[src/rtl/compass_heading_smoother_core_defines.svh]
// ----------------------------------------------------------------------------
// Compass heading smoother: assertion macros
// Shared concurrent assertion forms, clocked on clk_i and disabled in reset.
// ----------------------------------------------------------------------------
`ifndef COMPASS_HEADING_SMOOTHER_CORE_DEFINES_SVH
`define COMPASS_HEADING_SMOOTHER_CORE_DEFINES_SVH

// same-cycle implication
`define CHS_ASSERT_IMPL(label, ante, cons, msg) \
  label: assert property (@(posedge clk_i) disable iff (!rst_ni) (ante) |-> (cons)) \
    else $error(msg);

// next-cycle implication
`define CHS_ASSERT_NEXT(label, ante, cons, msg) \
  label: assert property (@(posedge clk_i) disable iff (!rst_ni) (ante) |=> (cons)) \
    else $error(msg);

`endif

[src/rtl/chs_pkg.sv]
// ----------------------------------------------------------------------------
// Compass heading smoother package
// Widths, angle constants, controller command type and the CORDIC atan table.
// ----------------------------------------------------------------------------
package chs_pkg;

  localparam int WindowDefault = 3;
  localparam int CordicSteps   = 20;
  localparam int StepW         = 5;

  localparam int InW    = 12;   // magnetometer sample
  localparam int CfgW   = 15;   // declination, Q3.12
  localparam int AngW   = 15;   // output angle, Q3.12
  localparam int DegW   = 9;
  localparam int HeadW  = 16;   // ring entry, Q3.12 signed
  localparam int SumW   = 20;
  localparam int XyW    = 28;   // CORDIC x/y, sample scaled by 2^12 plus gain
  localparam int ZW     = 25;   // CORDIC angle accumulator, Q.20

  localparam int ScaleShift = 12;
  localparam int RoundShift = 8;  // Q.20 -> Q.12
  localparam int RoundBias  = 128;

  localparam int PiQ20    = 3294199;
  localparam int PiQ12    = 12868;
  localparam int TwoPiQ12 = 25736;

  localparam int RecipShift = 24;
  localparam int DegK       = 234684;
  localparam int DegKW      = 18;
  localparam int DegShift   = 24;

  typedef struct packed {
    logic             load;      // start CORDIC on the accepted sample
    logic             step;      // one vectoring iteration
    logic [StepW-1:0] idx;       // iteration index
    logic             round;     // update ring and running sum
    logic             mult;      // reciprocal product of the sum
    logic             corr;      // quotient correction, signed average
    logic             wrap;      // add declination, wrap to 0..2pi
    logic             load_out;  // degrees and output register
  } cmd_t;

  // atan(2^-i) in Q.20
  function automatic logic signed [ZW-1:0] atan_q20(input logic [StepW-1:0] idx);
    logic signed [ZW-1:0] v;
    unique case (idx)
      5'd0:    v = ZW'(823550);
      5'd1:    v = ZW'(486170);
      5'd2:    v = ZW'(256879);
      5'd3:    v = ZW'(130396);
      5'd4:    v = ZW'(65451);
      5'd5:    v = ZW'(32757);
      5'd6:    v = ZW'(16383);
      5'd7:    v = ZW'(8192);
      5'd8:    v = ZW'(4096);
      5'd9:    v = ZW'(2048);
      5'd10:   v = ZW'(1024);
      5'd11:   v = ZW'(512);
      5'd12:   v = ZW'(256);
      5'd13:   v = ZW'(128);
      5'd14:   v = ZW'(64);
      5'd15:   v = ZW'(32);
      5'd16:   v = ZW'(16);
      5'd17:   v = ZW'(8);
      5'd18:   v = ZW'(4);
      5'd19:   v = ZW'(2);
      default: v = '0;
    endcase
    return v;
  endfunction

endpackage

[src/rtl/chs_cordic.sv]
// ----------------------------------------------------------------------------
// Compass heading smoother: iterative CORDIC
// Vectoring-mode atan2, one shift-add iteration per step, rounded to Q3.12.
// ----------------------------------------------------------------------------
module chs_cordic (
  input  logic                                clk_i,
  input  logic                                load_i,
  input  logic                                step_i,
  input  logic [chs_pkg::StepW-1:0]           idx_i,
  input  logic signed [chs_pkg::InW-1:0]      mag_x_i,
  input  logic signed [chs_pkg::InW-1:0]      mag_y_i,
  output logic signed [chs_pkg::HeadW-1:0]    heading_o
);

  logic signed [chs_pkg::XyW-1:0] x_q, x_d, y_q, y_d;
  logic signed [chs_pkg::ZW-1:0]  z_q, z_d;
  logic                           zero_q, zero_d;
  logic signed [chs_pkg::ZW-1:0]  zr_c;

  always_comb begin
    logic signed [chs_pkg::XyW-1:0] xs, ys, dx, dy;
    logic signed [chs_pkg::ZW-1:0]  t;
    xs = chs_pkg::XyW'(mag_x_i) <<< chs_pkg::ScaleShift;
    ys = chs_pkg::XyW'(mag_y_i) <<< chs_pkg::ScaleShift;
    dx = y_q >>> idx_i;
    dy = x_q >>> idx_i;
    t  = chs_pkg::atan_q20(idx_i);
    x_d    = x_q;
    y_d    = y_q;
    z_d    = z_q;
    zero_d = zero_q;
    if (load_i) begin
      zero_d = (mag_x_i == '0) && (mag_y_i == '0);
      if (mag_x_i < 0) begin
        // left half plane: rotate by pi first
        x_d = -xs;
        y_d = -ys;
        z_d = (mag_y_i >= 0) ? chs_pkg::ZW'(chs_pkg::PiQ20) : -chs_pkg::ZW'(chs_pkg::PiQ20);
      end else begin
        x_d = xs;
        y_d = ys;
        z_d = '0;
      end
    end else if (step_i) begin
      if (!y_q[chs_pkg::XyW-1]) begin
        x_d = x_q + dx;
        y_d = y_q - dy;
        z_d = z_q + t;
      end else begin
        x_d = x_q - dx;
        y_d = y_q + dy;
        z_d = z_q - t;
      end
    end
  end

  always_ff @(posedge clk_i) begin
    x_q    <= x_d;
    y_q    <= y_d;
    z_q    <= z_d;
    zero_q <= zero_d;
  end

  assign zr_c = (z_q + chs_pkg::ZW'(chs_pkg::RoundBias)) >>> chs_pkg::RoundShift;

  always_comb begin
    if (zero_q) begin
      heading_o = '0;
    end else if (zr_c > chs_pkg::ZW'(chs_pkg::PiQ12)) begin
      heading_o = chs_pkg::HeadW'(chs_pkg::PiQ12);
    end else if (zr_c < -chs_pkg::ZW'(chs_pkg::PiQ12)) begin
      heading_o = -chs_pkg::HeadW'(chs_pkg::PiQ12);
    end else begin
      heading_o = chs_pkg::HeadW'(zr_c);
    end
  end

endmodule

[src/rtl/chs_ctrl.sv]
// ----------------------------------------------------------------------------
// Compass heading smoother: controller
// Sequences the CORDIC iterations and the averaging steps, owns output valid.
// ----------------------------------------------------------------------------
`include "compass_heading_smoother_core_defines.svh"

module chs_ctrl (
  input  logic          clk_i,
  input  logic          rst_ni,
  input  logic          in_valid_i,
  output logic          in_stall_o,
  output logic          out_valid_o,
  input  logic          out_stall_i,
  output chs_pkg::cmd_t cmd_o
);

  typedef enum logic [6:0] {
    ST_IDLE  = 7'b0000001,
    ST_ITER  = 7'b0000010,
    ST_ROUND = 7'b0000100,
    ST_MULT  = 7'b0001000,
    ST_CORR  = 7'b0010000,
    ST_WRAP  = 7'b0100000,
    ST_DEG   = 7'b1000000
  } state_e;

  state_e                    state_q, state_d;
  logic [chs_pkg::StepW-1:0] step_q, step_d;
  logic                      out_valid_q, out_valid_d;

  always_comb begin
    state_d = state_q;
    step_d  = step_q;
    cmd_o   = '0;
    cmd_o.idx = step_q;
    unique case (state_q)
      ST_IDLE: begin
        if (in_valid_i) begin
          cmd_o.load = 1'b1;
          step_d     = '0;
          state_d    = ST_ITER;
        end
      end
      ST_ITER: begin
        cmd_o.step = 1'b1;
        if (step_q == chs_pkg::StepW'(chs_pkg::CordicSteps - 1)) begin
          state_d = ST_ROUND;
        end else begin
          step_d = step_q + 1'b1;
        end
      end
      ST_ROUND: begin
        cmd_o.round = 1'b1;
        state_d     = ST_MULT;
      end
      ST_MULT: begin
        cmd_o.mult = 1'b1;
        state_d    = ST_CORR;
      end
      ST_CORR: begin
        cmd_o.corr = 1'b1;
        state_d    = ST_WRAP;
      end
      ST_WRAP: begin
        cmd_o.wrap = 1'b1;
        state_d    = ST_DEG;
      end
      ST_DEG: begin
        // wait for the output register to free up
        if (!out_valid_q || !out_stall_i) begin
          cmd_o.load_out = 1'b1;
          state_d        = ST_IDLE;
        end
      end
      default: state_d = ST_IDLE;
    endcase
  end

  assign out_valid_d = cmd_o.load_out | (out_valid_q & out_stall_i);

  always_ff @(posedge clk_i or negedge rst_ni) begin
    if (!rst_ni) begin
      state_q     <= ST_IDLE;
      step_q      <= '0;
      out_valid_q <= 1'b0;
    end else begin
      state_q     <= state_d;
      step_q      <= step_d;
      out_valid_q <= out_valid_d;
    end
  end

  assign in_stall_o  = (state_q != ST_IDLE);
  assign out_valid_o = out_valid_q;

  `CHS_ASSERT_NEXT(a_accept_starts_iter, in_valid_i && !in_stall_o, state_q == ST_ITER && step_q == '0, "accepted beat did not start CORDIC at step 0")
  `CHS_ASSERT_NEXT(a_last_step_rounds, state_q == ST_ITER && step_q == chs_pkg::StepW'(chs_pkg::CordicSteps - 1), state_q == ST_ROUND, "CORDIC did not stop after last step")
  `CHS_ASSERT_IMPL(a_out_from_deg, $rose(out_valid_q), $past(state_q == ST_DEG), "output valid rose outside degree stage")

endmodule

[src/rtl/chs_dp.sv]
// ----------------------------------------------------------------------------
// Compass heading smoother: datapath
// CORDIC unit, heading ring with running sum, rounded mean, wrap and degrees.
// ----------------------------------------------------------------------------
`include "compass_heading_smoother_core_defines.svh"

module chs_dp #(
  parameter int WINDOW = chs_pkg::WindowDefault
) (
  input  logic                              clk_i,
  input  logic                              rst_ni,
  input  chs_pkg::cmd_t                     cmd_i,
  input  logic signed [chs_pkg::InW-1:0]    mag_x_i,
  input  logic signed [chs_pkg::InW-1:0]    mag_y_i,
  input  logic                              cfg_we_i,
  input  logic signed [chs_pkg::CfgW-1:0]   cfg_data_i,
  output logic [chs_pkg::AngW-1:0]          heading_angle_o,
  output logic [chs_pkg::DegW-1:0]          heading_deg_o
);

  localparam int PosW    = (WINDOW > 1) ? $clog2(WINDOW) : 1;
  localparam int Div     = 2 * WINDOW;
  localparam int NW      = chs_pkg::SumW + 1;
  localparam int ProdW   = NW + chs_pkg::RecipShift;
  localparam int AW      = chs_pkg::HeadW + 1;
  localparam int DegPW   = chs_pkg::AngW + chs_pkg::DegKW + 1;
  localparam logic [chs_pkg::RecipShift-1:0] Recip =
    chs_pkg::RecipShift'((1 << chs_pkg::RecipShift) / Div);

  logic signed [chs_pkg::HeadW-1:0] head_c;
  logic signed [chs_pkg::HeadW-1:0] ring_q [WINDOW];
  logic [PosW-1:0]                  pos_q;
  logic signed [chs_pkg::SumW-1:0]  sum_q;
  logic signed [chs_pkg::CfgW-1:0]  decl_q;

  logic [NW-1:0]                    n_q, q0_q;
  logic                             neg_q;
  logic signed [chs_pkg::HeadW-1:0] avg_q;
  logic [chs_pkg::AngW-1:0]         angle_q;
  logic [chs_pkg::AngW-1:0]         out_angle_q;
  logic [chs_pkg::DegW-1:0]         out_deg_q;

  chs_cordic u_cordic (
    .clk_i     (clk_i),
    .load_i    (cmd_i.load),
    .step_i    (cmd_i.step),
    .idx_i     (cmd_i.idx),
    .mag_x_i   (mag_x_i),
    .mag_y_i   (mag_y_i),
    .heading_o (head_c)
  );

  // ring, running sum, declination
  always_ff @(posedge clk_i or negedge rst_ni) begin
    if (!rst_ni) begin
      for (int k = 0; k < WINDOW; k++) begin
        ring_q[k] <= '0;
      end
      pos_q  <= '0;
      sum_q  <= '0;
      decl_q <= '0;
    end else begin
      if (cmd_i.round) begin
        ring_q[pos_q] <= head_c;
        sum_q <= sum_q - chs_pkg::SumW'(ring_q[pos_q]) + chs_pkg::SumW'(head_c);
        pos_q <= (pos_q == PosW'(WINDOW - 1)) ? '0 : pos_q + 1'b1;
      end
      if (cfg_we_i) begin
        decl_q <= cfg_data_i;
      end
    end
  end

  // mean with ties away from zero: (2|s| + W) / 2W via reciprocal, one fixup
  logic [chs_pkg::SumW-1:0] mag_c;
  logic [NW-1:0]            n_c;
  logic [ProdW-1:0]         prod_c;
  logic [NW-1:0]            qdiv_c, rem_c, q_c;
  logic [chs_pkg::HeadW-1:0] qt_c;

  assign mag_c  = sum_q[chs_pkg::SumW-1] ? chs_pkg::SumW'(-sum_q) : chs_pkg::SumW'(sum_q);
  assign n_c    = {mag_c, 1'b0} + NW'(WINDOW);
  assign prod_c = ProdW'(n_c) * ProdW'(Recip);
  assign qdiv_c = NW'(q0_q * NW'(Div));
  assign rem_c  = n_q - qdiv_c;
  assign q_c    = (rem_c >= NW'(Div)) ? q0_q + 1'b1 : q0_q;
  assign qt_c   = chs_pkg::HeadW'(q_c);

  // declination and wrap into 0..2pi
  logic signed [AW-1:0] a_c, t1_c, t2_c;
  localparam logic signed [AW-1:0] TwoPi = AW'(chs_pkg::TwoPiQ12);

  always_comb begin
    a_c = AW'(avg_q) + AW'(decl_q);
    if (a_c < 0) begin
      t1_c = a_c + TwoPi;
    end else if (a_c > TwoPi) begin
      t1_c = a_c - TwoPi;
    end else begin
      t1_c = a_c;
    end
    t2_c = (t1_c < 0) ? t1_c + TwoPi : t1_c;
  end

  logic [DegPW-1:0] dprod_c;
  assign dprod_c = DegPW'(angle_q) * DegPW'(chs_pkg::DegK)
                 + (DegPW'(1) << (chs_pkg::DegShift - 1));

  always_ff @(posedge clk_i) begin
    if (cmd_i.mult) begin
      n_q   <= n_c;
      q0_q  <= prod_c[chs_pkg::RecipShift +: NW];
      neg_q <= sum_q[chs_pkg::SumW-1];
    end
    if (cmd_i.corr) begin
      avg_q <= neg_q ? (~qt_c + 1'b1) : qt_c;
    end
    if (cmd_i.wrap) begin
      angle_q <= chs_pkg::AngW'(t2_c);
    end
    if (cmd_i.load_out) begin
      out_angle_q <= angle_q;
      out_deg_q   <= dprod_c[chs_pkg::DegShift +: chs_pkg::DegW];
    end
  end

  assign heading_angle_o = out_angle_q;
  assign heading_deg_o   = out_deg_q;

  `CHS_ASSERT_IMPL(a_pos_in_range, 1'b1, pos_q <= PosW'(WINDOW - 1), "ring position past window")
  `CHS_ASSERT_NEXT(a_wrap_in_range, cmd_i.wrap, angle_q <= chs_pkg::AngW'(chs_pkg::TwoPiQ12), "wrapped angle above 2pi")

endmodule

[src/rtl/compass_heading_smoother_core.sv]
// Sequence: from the input beat to out_valid_o the controller runs 20 iterations
//   of the shared CORDIC shift-add unit plus round, divide, fixup, wrap, degrees.
// Acceptance: in_stall_o stays high until the controller is back in idle; a held
//   result delays the final degree stage, and no new sample is taken meanwhile.
// Reset (async, active low) clears the heading ring, sum, ring position,
//   declination and controller state at once; no clearing pass.
// ----------------------------------------------------------------------------
// Compass heading smoother core
// atan2 heading of a magnetometer sample, averaged over a window, plus
// declination, wrapped to 0..2pi, as Q3.12 radians and whole degrees.
// ----------------------------------------------------------------------------
module compass_heading_smoother_core #(
  parameter int WINDOW = chs_pkg::WindowDefault
) (
  input  logic                            clk_i,
  input  logic                            rst_ni,
  input  logic                            in_valid_i,
  output logic                            in_stall_o,
  input  logic signed [chs_pkg::InW-1:0]  mag_x_i,
  input  logic signed [chs_pkg::InW-1:0]  mag_y_i,
  output logic                            out_valid_o,
  input  logic                            out_stall_i,
  output logic [chs_pkg::AngW-1:0]        heading_angle_o,
  output logic [chs_pkg::DegW-1:0]        heading_deg_o,
  input  logic                            cfg_valid_i,
  output logic                            cfg_ready_o,
  input  logic signed [chs_pkg::CfgW-1:0] cfg_data_i
);

  chs_pkg::cmd_t cmd;

  // register write is always taken
  assign cfg_ready_o = 1'b1;

  chs_ctrl u_ctrl (
    .clk_i       (clk_i),
    .rst_ni      (rst_ni),
    .in_valid_i  (in_valid_i),
    .in_stall_o  (in_stall_o),
    .out_valid_o (out_valid_o),
    .out_stall_i (out_stall_i),
    .cmd_o       (cmd)
  );

  chs_dp #(
    .WINDOW (WINDOW)
  ) u_dp (
    .clk_i           (clk_i),
    .rst_ni          (rst_ni),
    .cmd_i           (cmd),
    .mag_x_i         (mag_x_i),
    .mag_y_i         (mag_y_i),
    .cfg_we_i        (cfg_valid_i & cfg_ready_o),
    .cfg_data_i      (cfg_data_i),
    .heading_angle_o (heading_angle_o),
    .heading_deg_o   (heading_deg_o)
  );

endmodule

[config.mk]
export PLATFORM = sky130hd
export DESIGN_NAME = compass_heading_smoother_core
export DESIGN_NICKNAME = d
export VERILOG_FILES = /design/src/rtl/chs_pkg.sv /design/src/rtl/chs_cordic.sv /design/src/rtl/chs_ctrl.sv /design/src/rtl/chs_dp.sv /design/src/rtl/compass_heading_smoother_core.sv
export VERILOG_INCLUDE_DIRS = /design/src /design/src/rtl
export SDC_FILE = /design/constraint.sdc
export NUM_CORES = 2
export LEC_CHECK = 0
export BUFFER_PORTS_ARGS = -buffer_cell sky130_fd_sc_hd__buf_2
export CELL_PAD_IN_SITES_DETAIL_PLACEMENT = 1
export CELL_PAD_IN_SITES_GLOBAL_PLACEMENT = 1
export CORE_MARGIN = 2
export CORE_UTILIZATION = 47
export DETAILED_ROUTE_END_ITERATION = 10
export PLACE_DENSITY = 0.83
export SKIP_LAST_GASP = 1
export SYNTH_ARGS = -nofsm -noshare
export SYNTH_HDL_FRONTEND = slang
export SYNTH_SLANG_ARGS = --single-unit
[constraint.sdc]
create_clock -name clk_i -period 9.2 [get_ports clk_i]
set_input_delay 1.38 -clock clk_i [delete_from_list [all_inputs] [get_ports clk_i]]
set_output_delay 1.38 -clock clk_i [all_outputs]
set_load 0.02 [all_outputs]
==> qor.csv <==
stage,metric,value,unit
outcome,status,completed,
setup_path,WS Path Type,flop to flop,
logic_synthesis,Mapped Nets,4866,
cts,maximum clock path buffer count,3,
final_layout,register area,0.00778,mm^2
setup_path,Crit. End Element,flop,
sta,Max Slew Vio Count,0,
setup_path,r2r setup slk,180,ps
cts,CTS root buf,clkbuf_16,
logic_synthesis,most common cell in the netlist,inv_1,
sta,Least-Margin Pin Slew,1190,ps
power_and_ir_drop,P_int,7.11,mW
final_layout,Layout area overhead,8.47,%
sta,final hold violations,0,
cts,CTS tree,built,
global_routing,met1 Use GR,0.349,
final_layout,multi-input logic area,0.0281,mm^2
logic_synthesis,cells after synthesis,4084,
worst_hold_path,HP Class,flop to flop,
final_layout,share of cells above drive strength 1,0.101,
logic_synthesis,dominant cells by area after synthesis,"ha_1, edfxtp_1, fa_1",
route,Via density,6.08,
die,# IOs,71,
cts,Clock transition at path regs,60,ps
final_layout,final cell count without fillers,5219,
sta,headroom to the max-slew limit,0.210,
logic_synthesis,Synth top area share,0.160,
final_layout,Fill cells,9168,
global_routing,All-Layer GR Usage,0.279,
worst_hold_path,hold depth,2,
power_and_ir_drop,combinational power share,0.714,
cts,CTS Buf Count,37,
cts,CTS H-tree lvls,2,
setup_path,CP Launch Point,u_dp.sum_q[1]$_DFFE_PN0P_,
setup_path,R2R depth,34,
die,Die Y,288,um
die,Row Count,104,
global_routing,initial antenna violation count,4,
setup_path,CP max stage cell,fa_1,
power_and_ir_drop,PD cells,335,mW/mm^2
route,Residual DRC,0,
setup_path,required time worst endpoint,9510,ps
die,Core Area,0.0803,mm^2
setup_path,reg2reg end,u_dp.q0_q[17]$_DFFE_PP_,
logic_synthesis,synthesized area per cell,9.31,um^2
sta,final worst-path cycle share,0.981,
sta,max frequency,111,MHz
cts,CTS hold repair buffers,0,
worst_hold_path,Hold Crit Endpoint,u_dp.sum_q[9]$_DFFE_PN0P_,
power_and_ir_drop,Clk network pwr share,0.115,
die,die width,288,um
die,die area,0.0832,mm^2
sta,clk_skew,23.5,ps
die,Initial Utilization,0.474,
sta,TNS Setup,0,ps
global_routing,M3 GR Usage,0.0326,
route,Post-DRT Antenna Nets,0,
route,WL per Instance,22.4,um
power_and_ir_drop,Peak supply drop,202,uV
global_routing,first-pass GRT wire length,185000,um
logic_synthesis,Cell variety after synth,104,
sta,fin crit period,9020,ps
setup_path,reg2reg start,u_dp.sum_q[1]$_DFFE_PN0P_,
route,First-pass DRT Iterations,8,
placed_design,DPL Wire Length,92200,um
placed_design,gpl congestion,0.961,
power_and_ir_drop,NetSw,6.71,mW
logic_synthesis,most frequent cells after synthesis,"inv_1, ha_1, nand2_1",
logic_synthesis,"Seq/Total Area, Yosys",0.204,
route,routed wire length,117000,um
cts,clk sinks,275,
final_layout,Final Util,0.514,
logic_synthesis,mapped cell area,0.0380,mm^2
logic_synthesis,Synth area leader,ha_1,
worst_hold_path,hold path start,u_dp.sum_q[9]$_DFFE_PN0P_,
cts,latest clock arrival within the worst-skew pair,580,ps
logic_synthesis,top_reg_cell synth,edfxtp_1,
final_layout,nets@finish,4910,
setup_path,Startpoint Class,flop,
global_routing,GRT overflow,0,
global_routing,vias in the first global route,33989,
setup_path,Crit path top cell by count,fa_1,
power_and_ir_drop,sequential share of power,0.172,
global_routing,GRT Max-Usage Layer,met2,
route,drt initial violations,2372,
logic_synthesis,Synth Warn #,0,
global_routing,met2 usage in global routing,0.494,
logic_synthesis,#FFs+latches synth,275,
sta,Final Setup Violations,0,
power_and_ir_drop,Switching Fraction,0.486,
placed_design,I/O Buffers,69,
power_and_ir_drop,Leak,19.2,nW
route,DR vias,31712,
logic_synthesis,async set or reset register ratio after synthesis,0.356,
global_routing,largest net degree at the start of global routing,87,
logic_synthesis,"EDFF count, synth",177,
placed_design,# placed instances,5138,
setup_path,Slowest Stage Delay on Critical Path,580,ps
setup_path,WP data arrival,9330,ps
setup_path,crit-path max FO,4,
run,MaxCap Viol Count,0,
metrics by stage:
stage	setup WS, ps	total power, mW	instance area, um^2	hold WS, ps
after floorplan	379	9.67	38000	446
after global placement	41.8	11.5	39600	461
after detailed placement	-341	12.0	39600	468
after CTS	38.7	13.7	40900	482
after global routing	-166	15.0	41200	513
final	175	13.8	41200	476
critical path, delay by kind of cell (launching register included):
| kind | cells | cell delay, ps |
|---|---|---|
| buffers and inverters | 5 | 520 |
| xor gates and xnor gates | 1 | 60 |
| AOI/OAI and AO/OA | 7 | 1230 |
| DFF | 1 | 410 |
| adders and majority gates | 8 | 3600 |
| and+or+nand+nor | 13 | 2940 |
kinds of logic (layout without fill, tap and decap cells):
group	after synthesis	count (layout)	share of synthesized area
muxes	196	196	0.0793
buffers and inverters	628	700	0.0645
AOI/OAI and AO/OA	888	888	0.150
adders and majority gates	738	738	0.292
xor gates and xnor gates	328	328	0.0756
and+or+nand+nor	1030	1030	0.134
other	1	4	0.0000986
DFF	275	275	0.204
final cells by class:
cell class,count,share of cell area
Antenna cell,3,0.000182
Clock buffer,53,0.0259
Clock inverter,14,0.00558
Inverter,499,0.0454
Multi-Input combinational cell,3181,0.681
Sequential cell,275,0.189
Tap cell,1060,0.0322
Timing Repair Buffer,134,0.0208
cells in the final DEF (no fill, tap or decap), types with 59 or more instances in the layout:
master / count
inv_1: 494
nor3_1: 84
o21ai_0: 223
fa_1: 251
buf_4: 63
edfxtp_1: 177
ha_1: 482
nand3_1: 72
mux4_2: 59
nand2_1: 302
nor2_1: 239
a21o_1: 62
buf_2: 68
a21oi_1: 211
xor2_1: 123
mux2_2: 71
xnor2_1: 199
dfrtp_1: 93
worst max path at each step:
stage	cells past startpoint	to
floorplan	35	u_dp.q0_q[15]$_DFFE_PP_
global placement	31	u_dp.q0_q[17]$_DFFE_PP_
detailed placement	31	u_dp.q0_q[17]$_DFFE_PP_
CTS	34	u_dp.q0_q[18]$_DFFE_PP_
global route	34	u_dp.q0_q[17]$_DFFE_PP_
finish	34	u_dp.q0_q[17]$_DFFE_PP_
state kept, by name (all words and copies together), names as in the netlist, 9 cells and up:
signal                flops
u_dp.ring_q              48
u_dp.decl_q              15
u_dp.angle_q             15
u_dp.u_cordic.y_q        28
u_dp.n_q                 20
u_dp.u_cordic.x_q        28
u_dp.heading_angle_o     15
u_dp.avg_q               16
u_dp.sum_q               20
u_dp.heading_deg_o        9
u_dp.q0_q                19
u_dp.u_cordic.z_q        25
routing by layer:
metal | part of all wire | wire length (um) | vias to the layer above
met3 | 0.053 | 6180 | 260
li1 | - | - | 14571
met5 | 0 | 0 | -
met2 | 0.50 | 58400 | 946
met4 | 0.040 | 4670 | 0
met1 | 0.41 | 47700 | 15935
power by group through the flow:
stage               Combinational [mW]  Clock [mW]  Sequential (mW)
floorplan                         7.52           0             2.15
global placement                  9.19           0             2.35
detailed placement                9.62           0             2.36
CTS                               9.73        1.62             2.35
global route                      10.9        1.65             2.40
finish                            9.86        1.59             2.37
timing repair:
action,CTS,global route
pin swaps,1,30
resized for setup,9,46
buffers inserted,1,10
endpoints found under the setup margin,9,11
Note: power is estimated with default switching activity, not from simulation.
